[src/design/tcl_pkg.sv]
// Shared types, token codes and keyword tables for the token classifier.
package tcl_pkg;

	// Token kinds as seen on the result channel
	localparam logic [2:0] TK_KEYWORD = 3'd0;
	localparam logic [2:0] TK_IDENT   = 3'd1;
	localparam logic [2:0] TK_NUMBER  = 3'd2;
	localparam logic [2:0] TK_PUNCT   = 3'd3;
	localparam logic [2:0] TK_ARITH   = 3'd4;
	localparam logic [2:0] TK_ASSIGN  = 3'd5;
	localparam logic [2:0] TK_LOGIC   = 3'd6;
	// Internal marker: byte is not a single-character token
	localparam logic [2:0] TK_NONE    = 3'd7;

	// Kind of the word in progress
	localparam logic [1:0] WK_NONE = 2'd0;
	localparam logic [1:0] WK_NAME = 2'd1;
	localparam logic [1:0] WK_NUM  = 2'd2;

	localparam int KW_COUNT = 4;
	localparam int KW_SPAN  = 6;

	// Result queue depth and count width
	localparam int FIFO_DEPTH = 4;
	localparam int PTR_W      = $clog2(FIFO_DEPTH);
	localparam int CNT_W      = $clog2(FIFO_DEPTH + 1);

	typedef struct packed {
		logic [2:0] kind;
		logic [7:0] length;
		logic [7:0] chr;
		logic       sat;
		logic       last;
	} result_t;

	// Up to two results produced by one accepted item, in order
	typedef struct packed {
		logic [1:0] count;
		result_t    r0;
		result_t    r1;
	} emit_t;

	// Keyword text: int, main, return, for; zero past the end
	function automatic logic [7:0] kw_char(input logic [1:0] k, input logic [2:0] p);
		logic [7:0] ch;
		ch = 8'd0;
		case (k)
			2'd0: begin
				case (p)
					3'd0: ch = "i";
					3'd1: ch = "n";
					3'd2: ch = "t";
					default: ch = 8'd0;
				endcase
			end
			2'd1: begin
				case (p)
					3'd0: ch = "m";
					3'd1: ch = "a";
					3'd2: ch = "i";
					3'd3: ch = "n";
					default: ch = 8'd0;
				endcase
			end
			2'd2: begin
				case (p)
					3'd0: ch = "r";
					3'd1: ch = "e";
					3'd2: ch = "t";
					3'd3: ch = "u";
					3'd4: ch = "r";
					3'd5: ch = "n";
					default: ch = 8'd0;
				endcase
			end
			default: begin
				case (p)
					3'd0: ch = "f";
					3'd1: ch = "o";
					3'd2: ch = "r";
					default: ch = 8'd0;
				endcase
			end
		endcase
		return ch;
	endfunction

	function automatic logic [2:0] kw_len(input logic [1:0] k);
		logic [2:0] n;
		case (k)
			2'd0: n = 3'd3;
			2'd1: n = 3'd4;
			2'd2: n = 3'd6;
			default: n = 3'd3;
		endcase
		return n;
	endfunction

	function automatic logic [2:0] single_kind(input logic [7:0] c);
		logic [2:0] sk;
		case (c)
			";", ".", ":": sk = TK_PUNCT;
			"+", "-", "*", "/": sk = TK_ARITH;
			"=", "(", ")", "{", "}": sk = TK_ASSIGN;
			"<", ">": sk = TK_LOGIC;
			default: sk = TK_NONE;
		endcase
		return sk;
	endfunction

endpackage

[src/design/tcl_if.sv]
// Valid/ready channel interfaces for characters in and tokens out.
interface tcl_in_if;
	logic       valid;
	logic       ready;
	logic [7:0] char_in;
	logic       line_end;

	modport source (output valid, output char_in, output line_end, input ready);
	modport sink (input valid, input char_in, input line_end, output ready);
endinterface

interface tcl_out_if;
	logic       valid;
	logic       ready;
	logic [2:0] token_kind;
	logic [7:0] token_length;
	logic [7:0] token_char;
	logic       length_saturated;
	logic       last_of_run;

	modport source (output valid, output token_kind, output token_length,
		output token_char, output length_saturated, output last_of_run, input ready);
	modport sink (input valid, input token_kind, input token_length,
		input token_char, input length_saturated, input last_of_run, output ready);
endinterface

[src/design/tcl_word.sv]
// Word state registers and per-character classification logic.
module tcl_word #(
	parameter int MAX_WORD_LEN = 255
) (
	input  logic           clk,
	input  logic           arst_n,
	input  logic           accept,
	input  logic [7:0]     char_in,
	input  logic           line_end,
	output tcl_pkg::emit_t emit
);

	localparam int LEN_W = $clog2(MAX_WORD_LEN + 1);

	typedef struct packed {
		logic [1:0]       kind;
		logic [LEN_W-1:0] len;
		logic [3:0]       mask;
		logic             ovf;
	} word_t;

	localparam word_t WORD_CLEAR = '{kind: tcl_pkg::WK_NONE, len: '0, mask: 4'hF, ovf: 1'b0};

	word_t word_q;
	word_t word_nxt;

	function automatic word_t add_char(input word_t w, input logic [7:0] c);
		word_t r;
		r = w;
		for (int k = 0; k < tcl_pkg::KW_COUNT; k++) begin
			if (w.len >= LEN_W'(tcl_pkg::KW_SPAN) ||
			    tcl_pkg::kw_char(2'(k), w.len[2:0]) != c) begin
				r.mask[k] = 1'b0;
			end
		end
		if (w.len < LEN_W'(MAX_WORD_LEN)) begin
			r.len = w.len + LEN_W'(1);
		end else begin
			r.ovf = 1'b1;
		end
		return r;
	endfunction

	function automatic tcl_pkg::result_t emit_word(input word_t w);
		tcl_pkg::result_t r;
		r.kind   = tcl_pkg::TK_NUMBER;
		r.length = 8'(w.len);
		r.chr    = 8'd0;
		r.sat    = w.ovf;
		r.last   = 1'b0;
		if (w.kind == tcl_pkg::WK_NAME) begin
			r.kind = tcl_pkg::TK_IDENT;
			if (!w.ovf) begin
				for (int k = 0; k < tcl_pkg::KW_COUNT; k++) begin
					if (w.mask[k] && LEN_W'(tcl_pkg::kw_len(2'(k))) == w.len) begin
						r.kind = tcl_pkg::TK_KEYWORD;
					end
				end
			end
		end
		return r;
	endfunction

	always_comb begin
		logic             is_l;
		logic             is_d;
		logic             is_u;
		logic             ext;
		logic             v1;
		logic             v2;
		logic             v3;
		logic [2:0]       sk;
		tcl_pkg::result_t e1;
		tcl_pkg::result_t e2;
		tcl_pkg::result_t e3;
		tcl_pkg::result_t r0;
		tcl_pkg::result_t r1;
		logic [1:0]       n;

		is_l = (char_in >= "a" && char_in <= "z") || (char_in >= "A" && char_in <= "Z");
		is_d = char_in >= "0" && char_in <= "9";
		is_u = char_in == "_";
		sk   = tcl_pkg::single_kind(char_in);
		ext  = (word_q.kind == tcl_pkg::WK_NAME && (is_l || is_d || is_u)) ||
		       (word_q.kind == tcl_pkg::WK_NUM && is_d);
		v1 = 1'b0;
		v2 = 1'b0;
		v3 = 1'b0;
		e1 = emit_word(word_q);
		e2 = '{kind: sk, length: 8'd1, chr: char_in, sat: 1'b0, last: 1'b0};
		word_nxt = word_q;

		if (ext) begin
			word_nxt = add_char(word_q, char_in);
		end else begin
			v1 = word_q.kind != tcl_pkg::WK_NONE;
			word_nxt = WORD_CLEAR;
			if (is_l || is_u) begin
				word_nxt.kind = tcl_pkg::WK_NAME;
				word_nxt = add_char(word_nxt, char_in);
			end else if (is_d) begin
				word_nxt.kind = tcl_pkg::WK_NUM;
				word_nxt = add_char(word_nxt, char_in);
			end else begin
				v2 = sk != tcl_pkg::TK_NONE;
			end
		end

		// Line end flushes whatever word is left after this byte
		e3 = emit_word(word_nxt);
		if (line_end && word_nxt.kind != tcl_pkg::WK_NONE && !(v1 && v2)) begin
			v3 = 1'b1;
			word_nxt = WORD_CLEAR;
		end

		// Pack in order; the single token and the flush never both occur
		r0 = v1 ? e1 : (v2 ? e2 : e3);
		r1 = v2 ? e2 : e3;
		n  = 2'(v1) + 2'(v2) + 2'(v3);
		if (n == 2'd1) begin
			r0.last = 1'b1;
		end
		r1.last = 1'b1;

		emit.count = accept ? n : 2'd0;
		emit.r0    = r0;
		emit.r1    = r1;
	end

	always_ff @(posedge clk or negedge arst_n) begin
		if (!arst_n) begin
			word_q <= WORD_CLEAR;
		end else if (accept) begin
			word_q <= word_nxt;
		end
	end

endmodule

[src/design/tcl_result_fifo.sv]
// Small result queue: takes up to two tokens a cycle, delivers one while the receiver is ready.
module tcl_result_fifo (
	input  logic                        clk,
	input  logic                        arst_n,
	input  tcl_pkg::emit_t              emit,
	output logic                        room,
	output logic [tcl_pkg::CNT_W-1:0]   count,
	tcl_out_if.source                   out_chan
);

	tcl_pkg::result_t mem_q [tcl_pkg::FIFO_DEPTH];
	logic [tcl_pkg::PTR_W-1:0] rd_q;
	logic [tcl_pkg::PTR_W-1:0] wr_q;
	logic [tcl_pkg::CNT_W-1:0] cnt_q;
	logic                      pop;
	tcl_pkg::result_t          head;

	assign head  = mem_q[rd_q];
	assign pop   = out_chan.valid && out_chan.ready;
	// Room for a worst-case pair of results
	assign room  = cnt_q <= tcl_pkg::CNT_W'(tcl_pkg::FIFO_DEPTH - 2);
	assign count = cnt_q;

	assign out_chan.valid            = cnt_q != '0;
	assign out_chan.token_kind       = head.kind;
	assign out_chan.token_length     = head.length;
	assign out_chan.token_char       = head.chr;
	assign out_chan.length_saturated = head.sat;
	assign out_chan.last_of_run      = head.last;

	always_ff @(posedge clk) begin
		if (emit.count != 2'd0) begin
			mem_q[wr_q] <= emit.r0;
		end
		if (emit.count == 2'd2) begin
			mem_q[wr_q + tcl_pkg::PTR_W'(1)] <= emit.r1;
		end
	end

	always_ff @(posedge clk or negedge arst_n) begin
		if (!arst_n) begin
			rd_q  <= '0;
			wr_q  <= '0;
			cnt_q <= '0;
		end else begin
			wr_q  <= wr_q + tcl_pkg::PTR_W'(emit.count);
			rd_q  <= rd_q + tcl_pkg::PTR_W'(pop);
			cnt_q <= cnt_q + tcl_pkg::CNT_W'(emit.count) - tcl_pkg::CNT_W'(pop);
		end
	end

endmodule

[src/design/token_classifier_lexer_top.sv]
// Token classifier top level: one source byte in, keyword/identifier/number/operator tokens out.
//
// char_chan carries one ASCII byte per item plus line_end, which flushes the word in
// progress after the byte is handled. token_chan carries one token per item with its
// kind, length, character (single-character tokens only), a saturation flag and
// last_of_run on the final token that an input byte caused. A byte yields zero, one
// or two tokens; whitespace and unknown bytes yield no token of their own.
// Tokens are registered in the result queue as their byte is accepted and leave it in order.
// Bytes are taken one per cycle while the queue has room for two tokens; the queue
// delivers one token per cycle while the receiver is ready, so two-token bytes fill it.
// The word state sits in registers that the classifier reads and updates in the
// same cycle, so back-to-back bytes need no bubble.
// When the receiver stalls, tokens wait in a four-entry queue; bytes are still taken
// while two or more free slots remain, then char_chan.ready drops until two are free again.
// Reset clears the word in progress (no word, length zero, all keyword candidates
// live) and empties the queue; nothing is offered until new bytes arrive.
// Words longer than MAX_WORD_LEN saturate; the flag marks them and they are never
// keywords. token_length carries the low eight bits of the saturated length.
module token_classifier_lexer_top #(
	parameter int MAX_WORD_LEN = 255
) (
	input  logic       clk,
	input  logic       arst_n,
	tcl_in_if.sink     char_chan,
	tcl_out_if.source  token_chan
);

	tcl_pkg::emit_t            emit;
	logic                      room;
	logic                      accept;
	logic [tcl_pkg::CNT_W-1:0] q_count;

	// Take a byte only when both of its possible tokens fit
	assign char_chan.ready = room;
	assign accept          = char_chan.valid && room;

	tcl_word #(
		.MAX_WORD_LEN(MAX_WORD_LEN)
	) u_word (
		.clk     (clk),
		.arst_n  (arst_n),
		.accept  (accept),
		.char_in (char_chan.char_in),
		.line_end(char_chan.line_end),
		.emit    (emit)
	);

	tcl_result_fifo u_fifo (
		.clk     (clk),
		.arst_n  (arst_n),
		.emit    (emit),
		.room    (room),
		.count   (q_count),
		.out_chan(token_chan)
	);

`ifndef SYNTHESIS
	a_queue_bound: assert property (@(posedge clk) disable iff (!arst_n)
		q_count <= tcl_pkg::CNT_W'(tcl_pkg::FIFO_DEPTH))
		else $error("result queue overfilled");

	a_single_shape: assert property (@(posedge clk) disable iff (!arst_n)
		token_chan.valid && token_chan.token_kind >= tcl_pkg::TK_PUNCT |->
		token_chan.token_length == 8'd1 && !token_chan.length_saturated &&
		token_chan.token_char != 8'd0)
		else $error("single-character token malformed");

	a_word_char: assert property (@(posedge clk) disable iff (!arst_n)
		token_chan.valid && token_chan.token_kind < tcl_pkg::TK_PUNCT |->
		token_chan.token_char == 8'd0)
		else $error("word token carries a character");

	a_no_accept_when_full: assert property (@(posedge clk) disable iff (!arst_n)
		emit.count != 2'd0 |-> q_count <= tcl_pkg::CNT_W'(tcl_pkg::FIFO_DEPTH - 2))
		else $error("tokens produced without queue room");
`endif

endmodule
[src/flat_wrapper.sv]
// flat-port wrapper written by rule: the top's interface ports become plain ports
module token_classifier_lexer_top_flat 
#(
	parameter int MAX_WORD_LEN = 255
)
  (clk, arst_n, char_chan_valid, char_chan_char_in, char_chan_line_end, char_chan_ready, token_chan_valid, token_chan_token_kind, token_chan_token_length, token_chan_token_char, token_chan_length_saturated, token_chan_last_of_run, token_chan_ready);
  tcl_in_if char_chan_i ();
  tcl_out_if token_chan_i ();
  input  logic clk;
  input  logic arst_n;
  input wire logic [$bits(char_chan_i.valid)-1:0] char_chan_valid;
  input wire logic [$bits(char_chan_i.char_in)-1:0] char_chan_char_in;
  input wire logic [$bits(char_chan_i.line_end)-1:0] char_chan_line_end;
  output wire logic [$bits(char_chan_i.ready)-1:0] char_chan_ready;
  output wire logic [$bits(token_chan_i.valid)-1:0] token_chan_valid;
  output wire logic [$bits(token_chan_i.token_kind)-1:0] token_chan_token_kind;
  output wire logic [$bits(token_chan_i.token_length)-1:0] token_chan_token_length;
  output wire logic [$bits(token_chan_i.token_char)-1:0] token_chan_token_char;
  output wire logic [$bits(token_chan_i.length_saturated)-1:0] token_chan_length_saturated;
  output wire logic [$bits(token_chan_i.last_of_run)-1:0] token_chan_last_of_run;
  input wire logic [$bits(token_chan_i.ready)-1:0] token_chan_ready;
  assign char_chan_i.valid = char_chan_valid;
  assign char_chan_i.char_in = char_chan_char_in;
  assign char_chan_i.line_end = char_chan_line_end;
  assign char_chan_ready = char_chan_i.ready;
  assign token_chan_valid = token_chan_i.valid;
  assign token_chan_token_kind = token_chan_i.token_kind;
  assign token_chan_token_length = token_chan_i.token_length;
  assign token_chan_token_char = token_chan_i.token_char;
  assign token_chan_length_saturated = token_chan_i.length_saturated;
  assign token_chan_last_of_run = token_chan_i.last_of_run;
  assign token_chan_i.ready = token_chan_ready;
  token_classifier_lexer_top #(.MAX_WORD_LEN(MAX_WORD_LEN)) u_core (.clk(clk), .arst_n(arst_n), .char_chan(char_chan_i), .token_chan(token_chan_i));
endmodule
[config.mk]
export PLATFORM = sky130hd
export DESIGN_NAME = token_classifier_lexer_top_flat
export DESIGN_NICKNAME = d
export VERILOG_FILES = /design/src/design/tcl_pkg.sv /design/src/design/tcl_if.sv /design/src/design/tcl_word.sv /design/src/design/tcl_result_fifo.sv /design/src/design/token_classifier_lexer_top.sv /design/src/flat_wrapper.sv
export SDC_FILE = /design/constraint.sdc
export NUM_CORES = 1
export LEC_CHECK = 0
export ABC_AREA = 0
export BUFFER_PORTS_ARGS = -buffer_cell sky130_fd_sc_hd__clkbuf_2
export CAP_MARGIN = 0
export CORE_MARGIN = 10
export CORE_UTILIZATION = 50
export DETAILED_ROUTE_END_ITERATION = 6
export GPL_TIMING_DRIVEN = 0
export MAX_ROUTING_LAYER = met4
export PLACE_DENSITY_LB_ADDON = 0.25
export SLEW_MARGIN = 25
export SYNTH_ARGS = -nofsm -noshare
export SYNTH_HDL_FRONTEND = slang
export SYNTH_SLANG_ARGS = --single-unit
[constraint.sdc]
create_clock -name clk -period 4.2 [get_ports clk]
set_clock_uncertainty 0.05 [all_clocks]
set_input_delay 0.84 -clock clk [delete_from_list [all_inputs] [get_ports clk]]
set_output_delay 0.84 -clock clk [all_outputs]
set_load 0.02 [all_outputs]
; Word-level counts from Yosys, hierarchy flattened
; Memories as Yosys holds them, arrays and structs flattened.
; Cells that the tools add are included.
; W data, S select, Z words.
[classes]
add_sub_neg = 8
multipliers = 0
div_mod_pow = 0
magnitude_cmp = 9
n_eq_ne = 44
shifts = 0
muxes = 84
bitwise_logic = 0
reduce_logical = 38
[ops]
columns = op, count
row1 = $mux W8, 25
row2 = $eq A8 B6 Y1 const B, 12
row3 = $ne A8 B8 Y1, 12
row4 = $mux W3, 22
row5 = $mux W15, 4
row6 = $eq A3 B8 Y1, 6
row7 = $mux W21, 2
row8 = $pmux W7 S3, 2
row9 = $pmux W7 S5, 1
row10 = $pmux W7 S4, 1
row11 = $mux W1, 25
row12 = $eq A8 B7 Y1 const B, 3
row13 = $logic_and A1 B1 Y1, 18
row14 = $ge A8 B7 Y1 const B, 2
row15 = $le A8 B7 Y1 const B, 2
row16 = $pmux W3 S4, 1
row17 = $logic_or A1 B1 Y1, 9
row18 = $add A8 B1 Y8 const B, 1
row19 = $ge A8 B3 Y1 const B, 1
row20 = $ge A8 B6 Y1 const B, 1
row21 = $le A8 B6 Y1 const B, 1
row22 = $lt A8 B8 Y1 const B, 1
row23 = $eq A2 B1 Y1 const B, 3
row24 = $eq A3 B2 Y1 const B, 2
row25 = 20 further kinds, 26
[word_totals]
reg_bits = 22
latch_bits = 0
mem_bits_rw = 84
rom_bits = 0
elab_cells = 191
n_memories = 1
[memory_table]
columns = memory, words, word_bits, rd, rd_ports_with_merged_regs, write_ports, line
row1 = u_core.u_fifo.mem_q, 4, 21, 1, 0, 2, tcl_result_fifo.sv:11  ; tcl_pkg::result_t mem_q [tcl_pkg::FIFO_DEPTH];

; Depth between registers and ports, before layout
; Gate-level depths: netlist of the first run.
[logic_depth]
depth_word = 26
mapped_depth = 16
depth_no_buf = 13

; Hierarchy
; A second synthesis of the first run with hierarchy kept.
[hier_totals]
cells_unflattened = 547
area_unflattened_um2 = 6944.2
[by_module_without_submodules]
columns = module, instances, cells_per_inst, area_per_inst_um2, seq_area_each_um2
row1 = tcl_result_fifo, 1, 243, 4682.0, 2697.6
row2 = tcl_word, 1, 303, 2255.9, 380.4
row3 = token_classifier_lexer_top, 1, 1, 6.3, 0.0

; Worst setup path after synthesis of the first run
; No wires, ideal clock.
[synth_path]
path_type = in2reg
startpoint = input port char_chan_char_in[1]
endpoint = memory u_core.u_fifo.mem_q[2][10] (netlist name) (enable)
setup_ps = 375
arrival_ps = 4150
path_slack_ps = -375
path_stages = 15
n_path_buf = 4
cell_sequence = buf_4 and4b_1 a211oi_1 o31ai_1 and2_1 clkbuf_1 clkinv_1 fa_1 and3b_1 clkbuf_1 and3_1 and2_1 clkbuf_1 nor2_1 inv_1
[synth_lines]
columns = element, line
row1 = from (decl), flat_wrapper.sv:12  ; input wire logic [$bits(char_chan_i.char_in)-1:0] char_chan_char_in;
row2 = to (decl), tcl_result_fifo.sv:11

==> results.env, run 1 <==
STATUS='finished, final reports clean'
SETUP_VIOL=0
IO_PINS=36
PLACEDINSTANCEAREA_UM2=6720
CTS.SINKS=106
GRT_BUSIEST_LAYER='met2'
GPL.FINAL_WEIGHTED_CONGESTION=0.969
INITIAL_CELL_DENSITY_OF_THE_CORE_PCT=51.8
HOLD_PATH_CLASS='in2async'
WORST_EP_REQUIRED_TIME_NS=4.25
DIE_H_UM=132
VDD_IR_DROP_MAX_mV=0.250
CTS_TREE='yes'
REGTOREGENDPOINT='u_core.u_fifo.mem_q[0][18]$_DFFE_PP_'
COREAREA_UM2=12200
FLOORPLAN.ROWS=40
POWER_PER_CELL_AREA_nW_PER_UM2=565
SYNTHESIS.INSTANCES=632
GRT_SETUP_UNREPAIRED='false'
SYNTH_AREA_LEADERS='sky130_fd_sc_hd__edfxtp_1 38%, sky130_fd_sc_hd__mux4_2 7.5%, sky130_fd_sc_hd__dfrtp_1 7.1%'
DR.PASS1.ITERS=5
YS_WARN_COUNT=0
FINALNETCOUNT=707
CTS_MAX_LEVEL=3
CRITICAL_PATH_PEAK_FANOUT=20
CRITICAL_PATH.STARTPOINT_TYPE='primary input'
SYNTH_COMPOUND_AREA_SHARE_PCT=15.3
SYNTH_TOP_FAMILY_BY_AREA='simple AND/OR/NAND/NOR gates'
WORST_PATH_MAX_DELAY_CELL='sky130_fd_sc_hd__or4_4'
SYNTH_XOR_XNOR_AREA_SHARE_PCT=1.53
COMMONEST_NON_FILL_NON_TAP_CELL_IN_THE_LAYOUT='sky130_fd_sc_hd__edfxtp_1'
BUFFER_PORTS.INSERTED=34
WORST_SETUP_PATH_END_KIND='register'
REG2REG_SLACK_NS=0.40
AREA_DELTA_SYNTH_FINAL_PCT=15.1
NETLIST_AREA_BEFORE_PLACEMENT_UM2=6300
MAXCLOCKFREQUENCY_MHz=249
DRT_ITER0_MARKERS=632
HOLD_VIOLATIONS=0
GRT_OVERFLOW_TOTAL=0
CLOCK_TREE.BUFFER_DEPTH=2
VIAS=5319
YS_SEQ_ELEMENTS=106
DETAIL_ROUTE.VIAS_PER_CELL=6.22
NUMBER_OF_ENABLE_FLIP_FLOP_CELLS_AFTER_SYNTHESIS=80
SLOWEST_DELAY_NS=0.59
ANTENNA-DIODE-COUNT=0
USE_MET3_PCT=2.25
POST-ROUTE-PERIOD-UTIL_PCT=95.6
MAX_SLEW.WORST_PIN.SLEW_NS=0.954
CTSROOTBUFFERMASTER='sky130_fd_sc_hd__clkbuf_16'
GR-USAGE-MET2_PCT=33.5
DRC_ERRORS=0
WORSTREGTOREGCELLS=10
SIMPLE_LOGIC_CELL_FRACTION_OF_THE_SYNTHESIZED_AREA_PCT=19.4
POST_SYNTH_MUX_AREA_SHARE_PCT=8.35
SYNTH_TOP_AREA_CELL='sky130_fd_sc_hd__edfxtp_1'
PLACE_INST=837
FINAL_DESIGN_AREA_NO_FILL_UM2=7260
PIN_COUNT_OF_THE_BIGGEST_NET_ENTERING_GLOBAL_ROUTING=23
GRT.MET1_USAGE_PCT=27.0
SYNTH_TOP_FLOP_CELL='sky130_fd_sc_hd__edfxtp_1'
AVGSYNTHCELLAREA_UM2=9.98
POST_CTS_HOLD_BUFFER_COUNT=0
GRT_FIRST_PASS_WIRELENGTH_MM=29.0
DETAILEDPLACEMENTHPWL_MM=12.8
DRT_WL_TOTAL_MM=17.9
NUMBER_OF_GLOBAL_ROUTE_VIAS_BEFORE_REPAIR=5286
NETLIST.AREA_LEADER.SHARE_PCT=38.1
SLEW_VIOLATIONS=0
LAUNCH_POINT_OF_THE_CRITICAL_PATH='char_chan_char_in[5]'
LEAKAGE_POWER_FIGURE_uW=0.00247
ROUTED_WIRE_LENGTH_PER_INSTANCE_UM=20.9
LAYOUT_COMMON_CELLS='80 x sky130_fd_sc_hd__edfxtp_1, 75 x sky130_fd_sc_hd__nand2_1, 68 x sky130_fd_sc_hd__nor2_1'
TIMING_WORST_SETUP_PATH_TYPE='in2reg'
SETUP_TOTAL_NEGATIVE_SLACK_NS=0
YS_TYPES=72
STDCELL_COUNT=855
DESTINATION_OF_THE_CRITICAL_TIMING_PATH='u_core.u_fifo.mem_q[2][10]$_DFFE_PP_'
YOSYS.AREA_SHARE.ADDER_PCT=2.62
INSERTION_DELAY_NS=0.36
DIE_WIDTH_UM=132
CRITPATHARRIVALTIME_NS=4.06
ANT_NETS=0
MAX_CAP_VIOLATIONS=0
RR_STARTPOINT='u_core.u_word.word_q[6]$_DFFE_PN0P_'
PATH_CELLS='clkbuf_2, and4b_1, a211oi_4, or4_4, nand3_2, buf_4, fa_2, and3b_2, and3_1, and2_2, nor2_4, bufinv_8'
ANTENNA_FOUND_INITIAL=0
YOSYSSEQAREASHARE_PCT=48.2
YS_ASYNC_SR_FRACTION_PCT=20.8
DIEAREA_UM2=17500
TRITONCTS.NUM_BUFFERS=9
FINAL.MIN_CLOCK_PERIOD_NS=4.01
FINAL_LAYOUT_SIZE_SUFFIX_GT1_SHARE_PCT=19.4
CTS.CLK_SLEW.WORST_PATHS_NS=0.08
GRT.TOTAL_USAGE_PCT=21.1
MAXSLEWHEADROOM_PCT=36.4
FINALPOWER_uW=4110
==> cell usage after synthesis, drive strengths merged, types with 4 or more instances <==
library cell	number
a21oi	58
and2	6
o21a	4
dfxtp	4
a31oi	5
inv	21
nand2	75
dfrtp	18
nor4	4
o22a	5
dfstp	4
o22ai	5
ha	10
o21ai	35
or2	4
nand2b	9
clkbuf	34
mux4	21
edfxtp	80
nand3	14
and3	4
xnor2	8
nor3b	4
o31ai	15
nor2	79
or3	5
nor3	18
nand4	9
buf	14
==> where the power goes <==
group / internal (µW) / switching (µW)
Combinational: 612 / 1100
Clock: 591 / 403
Sequential: 1300 / 105
Total: 2500 / 1610
==> critical path, delay by kind of cell <==
family | cells | cell delay, ns
buffers and inverters | 3 | 0.70
AOI/OAI and AO/OA | 1 | 0.07
and+or+nand+nor | 7 | 2.13
adders and majority gates | 1 | 0.31
==> how the worst min path moves through the flow <==
| stage | from | slack [ns] | cells past startpoint | end |
|---|---|---|---|---|
| floorplan | u_core.u_fifo.mem_q[1][0]$_SDFFE_PP1P_ | 0.39 | 2 | u_core.u_fifo.mem_q[1][0]$_SDFFE_PP1P_ |
| global placement | u_core.u_fifo.mem_q[1][0]$_SDFFE_PP1P_ | 0.41 | 2 | u_core.u_fifo.mem_q[1][0]$_SDFFE_PP1P_ |
| detailed placement | u_core.u_fifo.mem_q[1][0]$_SDFFE_PP1P_ | 0.43 | 2 | u_core.u_fifo.mem_q[1][0]$_SDFFE_PP1P_ |
| CTS | u_core.u_fifo.mem_q[1][0]$_SDFFE_PP1P_ | 0.44 | 2 | u_core.u_fifo.mem_q[1][0]$_SDFFE_PP1P_ |
| global route | u_core.u_fifo.mem_q[3][0]$_SDFFE_PP1P_ | 0.46 | 2 | u_core.u_fifo.mem_q[3][0]$_SDFFE_PP1P_ |
| finish | arst_n | 0.44 | 1 | u_core.u_fifo.rd_q[1]$_DFF_PN0_ |
==> routing by layer <==
| metal | vias up | share of wire (%) |
|---|---|---|
| met1 | 2565 | 43 |
| met5 | - | 0 |
| li1 | 2439 | - |
| met2 | 266 | 48 |
| met4 | 0 | 2.7 |
| met3 | 49 | 6.1 |
==> cells by family after synthesis <==
kind of cell    Yosys count
simple gates            252
compound gates          153
flops                   106
buf+inv                  71
mux                      26
fa+ha+maj                12
xor+xnor                 11
other cells               1
==> state kept, by name, indices dropped and copies added, names as in the netlist <==
name                  flops
u_core.u_fifo.count       3
u_core.u_fifo.mem_q      84
u_core.u_fifo.rd_q        2
u_core.u_fifo.wr_q        2
u_core.u_word.word_q     15
==> what timing repair did <==
item,4_1_cts,5_1_grt
setup endpoints to repair,145,151
setup buffers,2,3
gates resized for setup,37,8
pin swaps,0,2
==> cell type report <==
class                           instances  area (µm²)
Timing Repair Buffer                   39         208
Fill cell                            1032        4900
Clock inverter                          7         125
Inverter                               23         116
Multi-Input combinational cell        458        3140
Sequential cell                       106        3040
Clock buffer                            9         225
Tap cell                              168         210
Buffer                                 45         195
==> per-stage QoR <==
stage                     setup WS [ns]  util (%)  hold slack, ns
final                             0.187      59.7           0.437
after global routing             0.0348      59.7           0.464
after CTS                       0.00550      59.4           0.439
after detailed placement          -1.12      55.2           0.426
after global placement            -1.05      55.2           0.414
after floorplan                  0.0504         -           0.385
Note: power is estimated with default switching activity, not from simulation.
==> inputs of run 2 (changes only) <==
Settings changed: BUFFER_PORTS_ARGS -buffer_cell sky130_fd_sc_hd__clkbuf_2 to not set, CELL_PAD_IN_SITES_DETAIL_PLACEMENT set to 1, CELL_PAD_IN_SITES_GLOBAL_PLACEMENT set to 1, DONT_BUFFER_PORTS set to 1, SKIP_LAST_GASP set to 1.
==> run 2 against run 1 <==
- sequential power hardly changed
- die area stayed put
- combinational power is 5% lower
- register-to-register slack worse by 0.13 ns
- non-clock buffer count is 37 lower
- largest cell class unchanged
- global-route usage is 3.0 points higher
- final area is 3.7% lower
- critical endpoint is now u_core.u_fifo.mem_q[0][11]$_DFFE_PP_
- fmax is 2.0% lower
==> results.env, run 2 (synthesis results as in run 1) <==
DRT_ITER0_MARKERS=550
ROUTED_WIRE_LENGTH_PER_INSTANCE_UM=25.2
AREA_DELTA_SYNTH_FINAL_PCT=10.9
ANTENNA-DIODE-COUNT=0
INSERTION_DELAY_NS=0.36
WORST_PATH_MAX_DELAY_CELL='sky130_fd_sc_hd__or4_4'
CTS_TREE='yes'
MAXCLOCKFREQUENCY_MHz=244
FINAL_CORE_UTILIZATION_PCT=57.5
CRITICAL_PATH.STARTPOINT_TYPE='primary input'
GRT_SETUP_UNREPAIRED='false'
REGTOREGENDPOINT='u_core.u_fifo.mem_q[0][11]$_DFFE_PP_'
ANTENNA_FOUND_INITIAL=0
FINALNETCOUNT=670
BUFFER_PORTS.INSERTED=0
FINAL.MIN_CLOCK_PERIOD_NS=4.10
PIN_COUNT_OF_THE_BIGGEST_NET_ENTERING_GLOBAL_ROUTING=23
LAYOUT_COMMON_CELLS='80 x sky130_fd_sc_hd__edfxtp_1, 75 x sky130_fd_sc_hd__nand2_1, 68 x sky130_fd_sc_hd__nor2_1'
COMMONEST_NON_FILL_NON_TAP_CELL_IN_THE_LAYOUT='sky130_fd_sc_hd__edfxtp_1'
HOLD_VIOLATIONS=0
PLACE_INST=803
CTS.CLK_SLEW.WORST_PATHS_NS=0.08
DIEAREA_UM2=17500
WORSTREGTOREGCELLS=12
LEAKAGE_POWER_FIGURE_uW=0.00228
INITIAL_CELL_DENSITY_OF_THE_CORE_PCT=51.8
DIE_H_UM=132
CRITICAL_PATH_PEAK_FANOUT=10
TIMING_WORST_SETUP_PATH_TYPE='in2reg'
CTSROOTBUFFERMASTER='sky130_fd_sc_hd__clkbuf_16'
VDD_IR_DROP_MAX_mV=0.326
IO_PINS=36
GRT_FIRST_PASS_WIRELENGTH_MM=32.8
DRT_WL_TOTAL_MM=20.6
FINALPOWER_uW=3860
POWER_PER_CELL_AREA_nW_PER_UM2=552
ANT_NETS=0
HOLD_PATH_CLASS='in2async'
CTS_MAX_LEVEL=3
PATH_CELLS='buf_4, and4b_1, a211oi_4, or4_4, nand3_2, buf_4, fa_2, and3b_2, and3_1, and2_2, nor2_2, nand2_1, a21oi_1'
MAX_SLEW.WORST_PIN.SLEW_NS=0.988
TRITONCTS.NUM_BUFFERS=9
WORST_EP_REQUIRED_TIME_NS=4.31
MAX_CAP_VIOLATIONS=0
DETAIL_ROUTE.VIAS_PER_CELL=6.62
COREAREA_UM2=12200
VIAS=5418
MAXSLEWHEADROOM_PCT=34.1
TIMING.CRITICAL_PATH.MODE_CELL='sky130_fd_sc_hd__buf_4'
RR_STARTPOINT='u_core.u_word.word_q[14]$_DFFE_PN0P_'
LARGEST_REGISTER='u_core.u_fifo.mem_q'
SETUP_TOTAL_NEGATIVE_SLACK_NS=0
FLOORPLAN.ROWS=40
GPL.FINAL_WEIGHTED_CONGESTION=0.921
CRITPATHARRIVALTIME_NS=4.21
FINAL.FILL_COUNT=1327
NUMBER_OF_GLOBAL_ROUTE_VIAS_BEFORE_REPAIR=5671
GRT_OVERFLOW_TOTAL=0
DIE_WIDTH_UM=132
FLIP_FLOP_COUNT_OF_THE_LARGEST_REGISTER_ALL_COPIES_AND_WORDS_ADDED=84
WORST_SETUP_PATH_END_KIND='register'
SLOWEST_DELAY_NS=0.58
POST-ROUTE-PERIOD-UTIL_PCT=97.5
DR.PASS1.ITERS=7
STDCELL_COUNT=818
DRC_ERRORS=0
SETUP_VIOL=0
GRT.TOTAL_USAGE_PCT=24.1
DETAILEDPLACEMENTHPWL_MM=14.7
CTS.SINKS=106
FINAL_LAYOUT_SIZE_SUFFIX_GT1_SHARE_PCT=14.9
SLEW_VIOLATIONS=0
REG2REG_SLACK_NS=0.27
CLOCK_TREE.BUFFER_DEPTH=2
STATUS='finished, final reports clean'
==> run 2: cell type report <==
class	count	area [µm²]	area share (%)
Multi-Input combinational cell	458	3140	44.8
Sequential cell	106	3040	43.4
Clock buffer	10	229	3.27
Tap cell	168	210	3.01
Buffer	45	196	2.81
Inverter	23	118	1.68
Clock inverter	6	51.3	0.733
Timing Repair Buffer	2	15.0	0.215
==> run 2: what timing repair did <==
action,4_1_cts,5_1_grt
hold endpoints to repair,0,0
hold buffers,0,0
endpoints found under the setup margin,155,128
buffers inserted,0,2
resized for setup,36,9
pin swaps,0,3
==> run 2: worst max-delay path: cells and delay by family <==
family,cells,cell delay [ns]
AND/OR/NAND/NOR,8,2.31
buffers and inverters,2,0.37
AO/OA/AOI/OAI,2,0.35
adder cells (fa/ha/maj),1,0.32
==> run 2: metrics by stage <==
stage	hold WS, ns	setup WS, ns	instance area, µm²
2_1_floorplan	0.385	0.0504	6330
3_3_place_gp	0.408	-0.993	6550
3_5_place_dp	0.428	-1.13	6550
4_1_cts	0.115	0.0586	6950
5_1_grt	0.111	0.0339	6990
6_report	0.118	0.104	6990
==> run 2: power by group <==
| part | switching, µW | leakage (µW) | internal (µW) |
|---|---|---|---|
| Clock | 410 | 0.000133 | 412 |
| Sequential | 112 | 0.00105 | 1300 |
| Combinational | 1100 | 0.00109 | 531 |
| Total | 1620 | 0.00228 | 2240 |
==> run 2: worst max-delay path by stage <==
stage	from	end	cells after the start
after detailed placement	char_chan_char_in[1]	u_core.u_fifo.mem_q[1][2]$_DFFE_PP_	14
after global placement	char_chan_char_in[1]	u_core.u_fifo.mem_q[1][2]$_DFFE_PP_	14
final	char_chan_char_in[1]	u_core.u_fifo.mem_q[0][11]$_DFFE_PP_	13
after global routing	char_chan_char_in[1]	u_core.u_fifo.mem_q[2][10]$_DFFE_PP_	13
after CTS	char_chan_char_in[1]	u_core.u_fifo.mem_q[2][11]$_DFFE_PP_	12
after floorplan	char_chan_char_in[1]	u_core.u_fifo.mem_q[2][10]$_DFFE_PP_	15
==> run 2: metal layers <==
metal / share of wire [%] / track usage (%) / vias up
met2: 50 / 40.1 / 258
met1: 40 / 28.9 / 2737
li1: - / - / 2368
met4: 3.0 / 9.05 / 0
met3: 7.1 / 3.93 / 55
met5: 0 / - / -
==> inputs of run 3 (changes only) <==
Settings changed: ABC_AREA 0 to 1, CORE_UTILIZATION 50 to 49.
==> run 3 against run 2 <==
- sequential share of layout area grew 0.72 points
- final area shrank 1.6%
- first-iteration DRC count is 2.4% higher
- total power about the same
==> results.env, run 3 <==
STATUS='finished, final reports clean'
CLOCK_TREE.BUFFER_DEPTH=2
TIMING.CRITICAL_PATH.MAX_DELAY_FAMILY='simple AND/OR/NAND/NOR gates'
NETLIST_AREA_BEFORE_PLACEMENT_UM2=6150
DR.PASS1.ITERS=5
ROUTED_WIRE_LENGTH_PER_INSTANCE_UM=22.3
YOSYSSEQAREASHARE_PCT=49.4
FINAL_LAYOUT_SIZE_SUFFIX_GT1_SHARE_PCT=12.8
VIAS=5652
ANTENNA-DIODE-COUNT=0
TOPROUTINGLAYERUSED='met4'
YS_SEQ_ELEMENTS=106
CRIT_BUF_INV=4
DIE_H_UM=132
ANTENNA_FOUND_INITIAL=0
CRITPATHARRIVALTIME_NS=4.16
MAXSLEWHEADROOM_PCT=49.0
MET3_WIRELENGTH_MM=1.21
VDD_IR_DROP_MAX_mV=0.219
GRT.TOTAL_USAGE_PCT=24.2
YS_TYPES=40
YS_ASYNC_SR_FRACTION_PCT=20.8
RR_STARTPOINT='u_core.u_word.word_q[13]$_DFFE_PN0P_'
GRT_SETUP_UNREPAIRED='true'
SYNTHESIS.INSTANCES=729
POST_CTS_HOLD_BUFFER_COUNT=0
WORST_EP_REQUIRED_TIME_NS=4.28
HOLD_PATH_CLASS='in2async'
NUMBER_OF_GLOBAL_ROUTE_VIAS_BEFORE_REPAIR=5926
CTS_TREE='yes'
MAX_CAP_VIOLATIONS=0
DETAILEDPLACEMENTHPWL_MM=14.2
CTS_MAX_LEVEL=3
FINAL.HOLD.WORST_SLACK_NS=0.119
DETAILED_ROUTED_WIRE_LENGTH_ON_MET2_MM=10.7
LARGEST_REGISTER='u_core.u_fifo.mem_q'
POWER_PER_CELL_AREA_nW_PER_UM2=562
TIMING_WORST_SETUP_PATH_TYPE='in2reg'
GRT_OVERFLOW_TOTAL=0
INITIAL_CELL_DENSITY_OF_THE_CORE_PCT=50.6
FLIP_FLOP_COUNT_OF_THE_LARGEST_REGISTER_ALL_COPIES_AND_WORDS_ADDED=84
CTS.SINKS=106
LAYOUT_COMMON_CELLS='127 x sky130_fd_sc_hd__nand2_1, 123 x sky130_fd_sc_hd__nor2_1, 80 x sky130_fd_sc_hd__edfxtp_1'
CRITICAL_PATH.STARTPOINT_TYPE='primary input'
REGTOREGENDPOINT='u_core.u_fifo.mem_q[1][12]$_DFFE_PP_'
POST-SYNTH-TOP-COUNT-CELL='sky130_fd_sc_hd__nor2_1'
LAUNCH_POINT_OF_THE_CRITICAL_PATH='char_chan_char_in[3]'
NUMBER_OF_ENABLE_FLIP_FLOP_CELLS_AFTER_SYNTHESIS=80
FINAL.MIN_CLOCK_PERIOD_NS=4.08
CTS.CLK_SLEW.WORST_PATHS_NS=0.07
FINALNETCOUNT=786
SYNTH_TOP_AREA_CELL='sky130_fd_sc_hd__edfxtp_1'
NETLIST.AREA_LEADER.SHARE_PCT=39.1
WORSTREGTOREGCELLS=15
CRITICAL_PATH_PEAK_FANOUT=10
SYNTH_AREA_LEADERS='sky130_fd_sc_hd__edfxtp_1 39%, sky130_fd_sc_hd__nor2_1 7.9%, sky130_fd_sc_hd__nand2_1 7.8%'
AVGSYNTHCELLAREA_UM2=8.44
DIE_WIDTH_UM=132
MAX_SLEW.WORST_PIN.SLEW_NS=0.757
CTSROOTBUFFERMASTER='sky130_fd_sc_hd__clkbuf_16'
ANT_NETS=0
COMMONEST_NON_FILL_NON_TAP_CELL_IN_THE_LAYOUT='sky130_fd_sc_hd__nand2_1'
NETLIST_TOP_CELLS_COUNT='130 x sky130_fd_sc_hd__nor2_1, 127 x sky130_fd_sc_hd__nand2_1, 80 x sky130_fd_sc_hd__edfxtp_1'
TIMING.CRITICAL_PATH.MODE_CELL='sky130_fd_sc_hd__nor2_1'
STDCELL_COUNT=934
HOLD_VIOLATIONS=0
DIEAREA_UM2=17400
FINALPOWER_uW=3860
SLEW_VIOLATIONS=0
WORST_PATH_MAX_DELAY_CELL='sky130_fd_sc_hd__fa_1'
SYNTH_TOP_FLOP_CELL='sky130_fd_sc_hd__edfxtp_1'
YS_WARN_COUNT=0
DRC_ERRORS=0
DETAIL_ROUTE.VIAS_PER_CELL=6.05
GRT_FIRST_PASS_WIRELENGTH_MM=32.7
WORST_SETUP_PATH_END_KIND='register'
INSERTION_DELAY_NS=0.36
POST-ROUTE-PERIOD-UTIL_PCT=97.2
BUFFER_PORTS.INSERTED=0
PLACE_INST=900
MAXCLOCKFREQUENCY_MHz=245
LEAKAGE_POWER_FIGURE_uW=0.00257
AREA_DELTA_SYNTH_FINAL_PCT=11.9
PIN_COUNT_OF_THE_BIGGEST_NET_ENTERING_GLOBAL_ROUTING=23
DRT_ITER0_MARKERS=563
IO_PINS=36
DETAIL_ROUTE.WIRELENGTH.MET1_MM=8.29
REG2REG_SLACK_NS=0.65
DRT_WL_TOTAL_MM=20.8
COREAREA_UM2=12200
FLOORPLAN.ROWS=40
SLOWEST_DELAY_NS=0.45
PATH_CELLS='buf_4, inv_1, nor2_1, nand2_1, a21boi_1, a311oi_1, nand2_1, nor2_1, clkbuf_4, fa_1, nor2_4, nor2_2, nor2_1, nor2_4, buf_4, a211oi_1'
GPL.FINAL_WEIGHTED_CONGESTION=0.964
TRITONCTS.NUM_BUFFERS=9
FINAL_CORE_UTILIZATION_PCT=56.6
SETUP_VIOL=0
run 3: changes by cell type after synthesis, moves of 15 or more:
cell	delta
sky130_fd_sc_hd__o22ai_1	+40
sky130_fd_sc_hd__nor2_1	+51
sky130_fd_sc_hd__a21oi_1	-47
sky130_fd_sc_hd__nand3_1	+19
sky130_fd_sc_hd__mux4_2	-21
sky130_fd_sc_hd__o21ai_0	+29
sky130_fd_sc_hd__o31ai_1	-15
sky130_fd_sc_hd__clkbuf_1	-19
sky130_fd_sc_hd__a211oi_1	+27
sky130_fd_sc_hd__nor3_1	-15
sky130_fd_sc_hd__inv_1	+52
sky130_fd_sc_hd__nand2_1	+52
run 3: worst max path at each step:
stage                                                      end  slack (ns)  cells after the start
after floorplan            u_core.u_fifo.mem_q[0][8]$_DFFE_PP_      0.0004                     18
after global placement     u_core.u_fifo.mem_q[0][8]$_DFFE_PP_       -1.29                     18
after detailed placement   u_core.u_fifo.mem_q[0][3]$_DFFE_PP_       -1.42                     18
after CTS                  u_core.u_fifo.mem_q[1][6]$_DFFE_PP_        0.05                     18
after global routing      u_core.u_fifo.mem_q[1][12]$_DFFE_PP_       -0.11                     16
final                     u_core.u_fifo.mem_q[1][12]$_DFFE_PP_        0.12                     16
run 3: logic make-up (layout without fill, tap and decap cells):
group           after synthesis  after routing  synth area share [%]
simple gates                325            325                  22.5
xor+xnor                     10             10                  1.42
other cells                   1              4                0.0610
compound gates              168            168                  16.7
fa+ha+maj                    12             12                  2.69
buf+inv                     107            141                  7.28
flops                       106            106                  49.4
run 3: power by group:
| part | internal [µW] | switching (µW) | total, µW | leakage [µW] |
|---|---|---|---|---|
| Clock | 468 | 403 | 871 | 0.000140 |
| Combinational | 411 | 1210 | 1620 | 0.00141 |
| Sequential | 1280 | 96.1 | 1380 | 0.00103 |
| Total | 2160 | 1710 | 3860 | 0.00257 |
run 3: final cells by class:
type | instances | area (µm²)
sequential | 106 | 3040
inverter | 78 | 308
timing repair inverter | 4 | 30.0
fill | 1473 | 5280
clock inverter | 5 | 63.8
tap | 168 | 210
buffer | 29 | 169
multi-input combinational | 519 | 2720
clock buffer | 11 | 233
timing repair buffer | 14 | 105
run 3: routing by layer:
layer	vias up	GRT usage, %
met3	47	4.15
met2	217	42.0
met5	-	-
met1	2819	27.2
li1	2569	-
met4	0	9.33
run 3: repair_timing:
action,4_1_cts,5_1_grt
hold endpoints to repair,0,0
gates cloned,4,0
setup endpoints to repair,137,134
pin swaps,4,1
setup buffers,10,4
gates resized for setup,12,14
run 3: through the flow:
step                setup WS, ns  area [µm²]  setup TNS (ns)
finish                     0.120        6880               0
global route              -0.108        6880          -0.392
CTS                       0.0487        6820               0
detailed placement         -1.42        6390         -137.22
global placement           -1.29        6390         -122.95
floorplan               0.000355        6180               0
